--- src/hdl/vmp_pkg.sv ---
// vmp_pkg: shared types, constants and command struct for the vertex projector
// no dependencies
`timescale 1ns / 1ps
package vmp_pkg;
   localparam int FRAC_BITS_DEF = 16;
   localparam logic [1:0] MAT_MODEL = 2'd0;
   localparam logic [1:0] MAT_VIEW  = 2'd1;
   localparam logic [1:0] MAT_PROJ  = 2'd2;
   localparam logic OP_LOAD = 1'b0;
   localparam logic OP_XFORM = 1'b1;

   // commands from controller to datapath
   typedef struct packed {
      logic       load_vec;   // latch vertex into vector regs
      logic       wr_elem;    // write matrix element
      logic       mac;        // one multiply-accumulate step
      logic       mac_first;  // clear accumulator
      logic       col_done;   // saturate accumulator into next-vector slot
      logic [1:0] mat;        // matrix in use
      logic [1:0] row;
      logic [1:0] col;
      logic       swap;       // next-vector becomes current vector
      logic       div_start;  // start divide of component col
      logic       out_load;   // copy quotients to output regs
   } cmd_type;

   typedef struct packed {
      logic div_busy;
   } sts_type;
endpackage

--- src/hdl/vmp_control.sv ---
// vmp_control: sequencer for loads, three vector-matrix passes and the divides
// depends on vmp_pkg
`timescale 1ns / 1ps
module vmp_control (
   input  logic             clock,
   input  logic             reset,
   input  logic             req_valid,
   output logic             req_ready,
   input  logic             req_op,
   input  logic [1:0]       req_mat_sel,
   input  logic             req_last_in,
   output logic             rsp_valid,
   input  logic             rsp_ready,
   output logic             rsp_last_out,
   output vmp_pkg::cmd_type cmd,
   input  vmp_pkg::sts_type sts
);
   typedef enum logic [2:0] {S_IDLE, S_MAC, S_DRAIN, S_SAT, S_DIV, S_DWAIT, S_OUT}
      state_type;

   state_type  state_ff, state_in;
   logic [1:0] mat_ff, mat_in, row_ff, row_in, col_ff, col_in;
   logic [1:0] drain_ff, drain_in;
   logic       vld_ff, vld_in, last_ff, last_in;

   always_comb begin
      state_in = state_ff; mat_in = mat_ff; row_in = row_ff; col_in = col_ff;
      drain_in = drain_ff; vld_in = vld_ff; last_in = last_ff;
      cmd = '0;
      cmd.mat = mat_ff; cmd.row = row_ff; cmd.col = col_ff;
      if (rsp_valid && rsp_ready) vld_in = 1'b0;
      req_ready = (state_ff == S_IDLE) && !vld_ff;
      case (state_ff)
         S_IDLE: begin
            cmd.mat = req_mat_sel;
            if (req_valid && req_ready) begin
               if (req_op == vmp_pkg::OP_LOAD) cmd.wr_elem = 1'b1;
               else begin
                  cmd.load_vec = 1'b1;
                  last_in = req_last_in;
                  mat_in = vmp_pkg::MAT_MODEL; row_in = '0; col_in = '0;
                  state_in = S_MAC;
               end
            end
         end
         S_MAC: begin
            // product registered now, accumulated next cycle
            cmd.mac = 1'b1;
            cmd.mac_first = (row_ff == 2'd0);
            row_in = row_ff + 1'b1;
            if (row_ff == 2'd3) begin
               drain_in = 2'd2;
               state_in = S_DRAIN;
            end
         end
         S_DRAIN: begin
            drain_in = drain_ff - 1'b1;
            if (drain_ff == 2'd1) state_in = S_SAT;
         end
         S_SAT: begin
            cmd.col_done = 1'b1;
            col_in = col_ff + 1'b1;
            state_in = S_MAC;
            if (col_ff == 2'd3) begin
               cmd.swap = 1'b1;
               if (mat_ff == vmp_pkg::MAT_PROJ) begin
                  col_in = '0;
                  state_in = S_DIV;
               end else mat_in = mat_ff + 1'b1;
            end
         end
         S_DIV: begin
            cmd.div_start = 1'b1;
            state_in = S_DWAIT;
         end
         S_DWAIT: begin
            if (!sts.div_busy) begin
               col_in = col_ff + 1'b1;
               state_in = (col_ff == 2'd2) ? S_OUT : S_DIV;
            end
         end
         S_OUT: begin
            cmd.out_load = 1'b1;
            vld_in = 1'b1;
            state_in = S_IDLE;
         end
         default: state_in = S_IDLE;
      endcase
   end

   always_ff @(posedge clock) begin
      if (reset) begin
         state_ff <= S_IDLE;
         vld_ff <= 1'b0;
         mat_ff <= '0; row_ff <= '0; col_ff <= '0; drain_ff <= '0;
         last_ff <= 1'b0;
      end else begin
         state_ff <= state_in; vld_ff <= vld_in;
         mat_ff <= mat_in; row_ff <= row_in; col_ff <= col_in;
         drain_ff <= drain_in; last_ff <= last_in;
      end
   end

   assign rsp_valid = vld_ff;
   assign rsp_last_out = last_ff;

`ifndef ASSERT_OFF
   a_busy_no_ready: assert property (@(posedge clock) disable iff (reset)
      state_ff != S_IDLE |-> !req_ready) else $error("ready while busy");
   a_hold_valid: assert property (@(posedge clock) disable iff (reset)
      rsp_valid && !rsp_ready |=> rsp_valid) else $error("result dropped");
   a_out_sets_valid: assert property (@(posedge clock) disable iff (reset)
      state_ff == S_OUT |=> rsp_valid) else $error("result not raised");
`endif
endmodule

--- config.mk ---
export PLATFORM = sky130hd
export DESIGN_NAME = vmp_control
export DESIGN_NICKNAME = d
export VERILOG_FILES = /design/src/hdl/vmp_pkg.sv /design/src/hdl/vmp_control.sv
export SDC_FILE = /design/constraint.sdc
export NUM_CORES = 1
export LEC_CHECK = 0
export ABC_AREA = 0
export BUFFER_PORTS_ARGS = -buffer_cell sky130_fd_sc_hd__buf_2
export CAP_MARGIN = 40
export CELL_PAD_IN_SITES_DETAIL_PLACEMENT = 1
export CELL_PAD_IN_SITES_GLOBAL_PLACEMENT = 1
export CORE_UTILIZATION = 25
export CTS_CLUSTER_DIAMETER = 80
export DETAILED_ROUTE_END_ITERATION = 10
export PLACE_DENSITY = 0.55
export SYNTH_ARGS = -nofsm -noshare
export SYNTH_HDL_FRONTEND = slang
export SYNTH_SLANG_ARGS = --single-unit
--- constraint.sdc ---
create_clock -name clock -period 1.4 [get_ports clock]
set_clock_uncertainty 0.15 [all_clocks]
set_input_delay 0.21 -clock clock [delete_from_list [all_inputs] [get_ports clock]]
set_output_delay 0.21 -clock clock [all_outputs]
set_load 0.005 [all_outputs]
* Word level (Yosys, flattened, before mapping)
Cells that the tools add are included.
** Cells by class
- Add/sub/neg operators :: 4
- Equal/unequal tests :: 18
- Muxes and demuxes :: 34
- Reduce and logical (&&, ||, !) cells :: 17
** Operators with widths (number)
- 2-to-1 mux 2 bit :: 13
- 2-to-1 mux 3 bit :: 7
- case mux 3 bit (6 select lines) :: 1
- inequality test 2 bit, second input constant :: 6
- case mux 2 bit (2 select lines) :: 3
- AND reduction 5 bit :: 2
- == test 3 bit, second input constant :: 3
- 2-to-1 mux 1 bit :: 9
- == test 2 bit, second input constant :: 4
- nonzero test 2 bit :: 4
- adder 2 x 1 -> 2 bit, second input constant :: 3
- == test 3 x 2 -> 1 bit, second input constant :: 2
- case mux 2 bit (3 select lines) :: 1
- AND reduction 3 bit :: 2
- AND reduction 4 bit :: 1
- == test 3 x 1 -> 1 bit, second input constant :: 1
- logical AND 1 bit :: 3
- logical NOT 3 bit :: 1
- nonzero test 3 bit :: 1
- == test 2 x 1 -> 1 bit, second input constant :: 1
- logical NOT 2 bit :: 1
- inequality test 2 x 1 -> 1 bit, second input constant :: 1
- AND reduction 2 bit :: 1
- subtractor 2 x 1 -> 2 bit, second input constant :: 1
- logical NOT 1 bit :: 1
** Word-level totals
- Flip-flop bits (word level) :: 13
- Bits of input ports :: 9
- Output and inout port bits :: 17
- Logic and storage cells :: 80

* Logic depth before layout (Yosys ltp)
- Word-level depth :: 5
- Depth in mapped cells :: 6
- Depth with buffers taken out :: 6

* Least setup slack after synthesis
OpenSTA, ideal clock, no wires.
- Path kind :: flip-flop to flip-flop
- From :: register state_ff[0]
- To :: register mat_ff[1]
- Setup time :: 0.129 ns
- Arrival time :: 1.154 ns
- Data required time :: 1.121 ns
- Slack :: -0.033 ns
- Stages on the path, launching flop included :: 6
- Buffers on the path :: 1
- Clock period less this slack :: 1.433 ns
- Cells stage by stage :: dfxtp_1 > clkbuf_8 > nand4b_1 > or2_1 > a31oi_1 > nor2_1
** Between the ends
- Word-level cells in the longest chain between the ends :: 5
- Elaborated cells on any way between the ends :: 11
- Classes of those cells :: eq/ne (5); mux (1); reduce/logical (5)
** RTL lines
- start, declared :: RTL line vmp_control.sv:21 : state_type state_ff, state_in;
- start signal, assigned :: RTL line vmp_control.sv:98 : state_ff <= state_in; vld_ff <= vld_in;
- logical NOT 3 bit :: RTL line vmp_control.sv:32, vmp_control.sv:33
- logical AND 1 bit :: RTL line vmp_control.sv:32 : req_ready = (state_ff == S_IDLE) && !vld_ff;
- logical AND 1 bit :: RTL line vmp_control.sv:36 : if (req_valid && req_ready) begin
- inequality test 2 x 1 -> 1 bit (no source line)
- AND reduction 5 bit (no source line)
- end signal, assigned :: RTL line vmp_control.sv:99 : mat_ff <= mat_in; row_ff <= row_in; col_ff <= col_in;
- end, declared :: RTL line vmp_control.sv:22 : logic [1:0] mat_ff, mat_in, row_ff, row_in, col_ff, col_in;
Several ways; a longest one is shown, not always the timed one.
A chain may end at the register's enable or synchronous reset.

==> impl_metrics.tcl <==
set metrics [dict create \
    outcome "finished, violations left" \
    violations "setup timing" \
    fin_util 0.4830 \
    final_cell_mix "buf_4 (35), buf_2 (22), buf_6 (15)" \
    syn-cell-area_um2 934.6 \
    grt-ovfl-total 0 \
    dp_hpwl_um 2343 \
    avgRoutedWirePerCell_um 16.21 \
    crit_family "flip-flops" \
    synth_nets 124 \
    routed_wl_um 3648 \
    design_area_um2 1675 \
    layout-drive-gt1-share 0.6480 \
    grt_pass1_vias 1190 \
    syn_area_per_cell_um2 8.575 \
    routed-via-count 1063 \
    die_w_um 63.15 \
    synth-compound-area-share 0.2195 \
    drcViolationCount 0 \
    cap_viol_max_count 0 \
    vias_per_cell 4.724 \
    synth_fa_ha_area_frac 0.08032 \
    layout_min_cycle_time_ps 1698 \
    start_util 0.2695 \
    h-tree-depth 1 \
    synthDistinctLibCells 47 \
    yosysWarnings 0 \
    yosys.area_share.simple 0.2865 \
    arrival_ps 1340 \
    synth-xor-area-share 0 \
    path_max_fanout 4 \
    clock_sinks 13 \
    finalSetupViolCount 21 \
    synth-seq-area-share 0.2784 \
    antenna_cells 0 \
    cts_made_buffers 3 \
    hold_class "primary input to flip-flop" \
    grt_max_degree 14 \
    cts.clk_slew.worst_paths_ps 60 \
    yosys_register_bits 13 \
    drtPass1Iterations 4 \
    num-fill-cells 429 \
    synthCells 109 \
    slew_viol_final 0 \
    setup_ws_ps -297.8 \
    dpl-instance-area_um2 1324 \
    worst_pin_slew_ps 316.9 \
    cts_root_buffer "clkbuf_8" \
    start_kind "flip-flop" \
    clock_latency_ps 250 \
    relSlewSlack 0.7887 \
    final_common_cell "buf_4" \
    clock_path_buffers 2 \
    critPathKind "flip-flop to output port" \
    ys_async_sr_fraction 0 \
    synthMuxAreaShare 0.04418 \
    synth_top_family_by_area "simple AND/OR/NAND/NOR gates" \
    fin_crit_sh 1.213 \
    ys.flop_type "dfxtp_1" \
    core_um2 3468 \
    cpPeakStageDelay_ps 360 \
    nets 195 \
    slowest_stage "dfxtp_4" \
    power_density_nw_per_um2 1194 \
    antenna_found_initial 0 \
    fmax_ghz 0.5890 \
    die_h_um 63.15 \
    rows 21 \
    rsz0062_at_grt "true" \
    vdd_drop_max_uv 544.1 \
    groute.usage.overall 0.1807 \
    drt_iter0_drc 30 \
    die_area_um2 3987 \
    tritoncts "yes" \
    leakage_nw 0.7562 \
    hold_viol_final 0 \
    grt_pass1_wl_um 5602 \
    worstPathBufferInverterCount 1 \
    num_io_pins 26 \
    portBuffers 25 \
    areaGrowthSynthToFinish_pct 79.25 \
    path_cells "nor3_4 > mux2_4 > buf_6" \
    synth-edff-count 0 \
    endpoint_kind "output port" \
    worstPathRequired_ps 1040 \
    ant_nets 0 \
    finalWeightedCongestion 0.7835 \
]
[logic make-up (layout without fill, tap and decap cells)]
logic type,count (synthesis),after routing
AOI/OAI and AO/OA,26,26
adders and majority gates,6,6
buffers and inverters,16,86
DFF,13,13
muxes,4,4
and+or+nand+nor,44,44
[metal layers]
| layer | vias up | track usage | routed length, um |
|---|---|---|---|
| li1 | 522 | - | - |
| met1 | 503 | 0.2129 | 1637 |
| met2 | 28 | 0.3199 | 1807 |
| met3 | 10 | 0.02174 | 109 |
| met4 | 0 | 0.08721 | 93 |
| met5 | - | 0 | 0 |
[cell usage after synthesis, types with 2 or more instances]
| master | n | area (um2) |
|---|---|---|
| a21o_1 | 2 | 15.01 |
| and2_1 | 2 | 12.51 |
| o21ai_0 | 2 | 10.01 |
| clkbuf_1 | 2 | 7.510 |
| nand2b_1 | 3 | 18.77 |
| nand2_1 | 9 | 33.78 |
| nand3_1 | 3 | 15.01 |
| buf_4 | 2 | 15.01 |
| nor3b_1 | 2 | 15.01 |
| ha_1 | 6 | 75.07 |
| nor2_1 | 9 | 33.78 |
| a21oi_2 | 2 | 17.52 |
| dfxtp_1 | 13 | 260.3 |
| nand4b_1 | 2 | 17.52 |
| mux2i_1 | 3 | 30.03 |
| inv_1 | 9 | 33.78 |
| a21oi_1 | 8 | 40.04 |
[where the power goes]
part	leakage [nW]	internal (mW)	switching, mW
clock	0.0228	0.202	0.158
combinational	0.625	0.647	0.529
sequential	0.108	0.418	0.0452
total	0.756	1.27	0.732
[cell type report]
class / count / area [um2] / share of cell area
multi-input cells: 80 / 708.2 / 0.4227
repair buffers: 72 / 541.8 / 0.3234
flip-flops and latches: 13 / 275.3 / 0.1643
well taps: 46 / 57.56 / 0.03435
inverters: 10 / 47.55 / 0.02838
clock buffers: 4 / 45.04 / 0.02689
[worst register-to-register path, cell delays in order (launching register included)]
cell and delay [ps]:
dfxtp_4 360, buf_4 140, nand4b_1 230, buf_4 180
or2_4 240, a31oi_4 170, nor2_1 50
[metrics by stage]
stage	std cells	total power, mW	setup slack (ps)	setup TNS (ps)	hold slack (ps)
2_1_floorplan	109	0.9378	-8.886	-8.886	118.8
3_3_place_gp	207	1.284	-133.5	-863.3	293.9
3_5_place_dp	207	1.312	-178.4	-1303	311.2
4_1_cts	220	1.885	-289.9	-3312	47.66
5_1_grt	225	2.131	-347.8	-4855	70.69
6_report	225	2.000	-297.8	-3745	54.09
[what timing repair did]
item / CTS / global route
gates resized for setup: 32 / 21
pin swaps: 16 / 9
hold buffers: 0 / 0
setup buffers: 9 / 5
setup endpoints to repair: 22 / 23
[flip-flops by register name (all words and copies together) (netlist names)]
name          cells
col_ff            2
drain_ff          2
rsp_last_out      1
rsp_valid         1
row_ff            2
mat_ff            2
state_ff          3
[path summary, 6_finish.rpt]
path                              startpoint           end  slack, ps  cells past startpoint
worst max register to register   state_ff[2]     mat_ff[1]       -240                      6
worst max-delay path             state_ff[2]        cmd[8]       -300                      3
worst min-delay path             req_last_in  rsp_last_out         50                      3
worst min register to register  rsp_last_out  rsp_last_out        360                      2
Power figures use the tool's default switching activity.
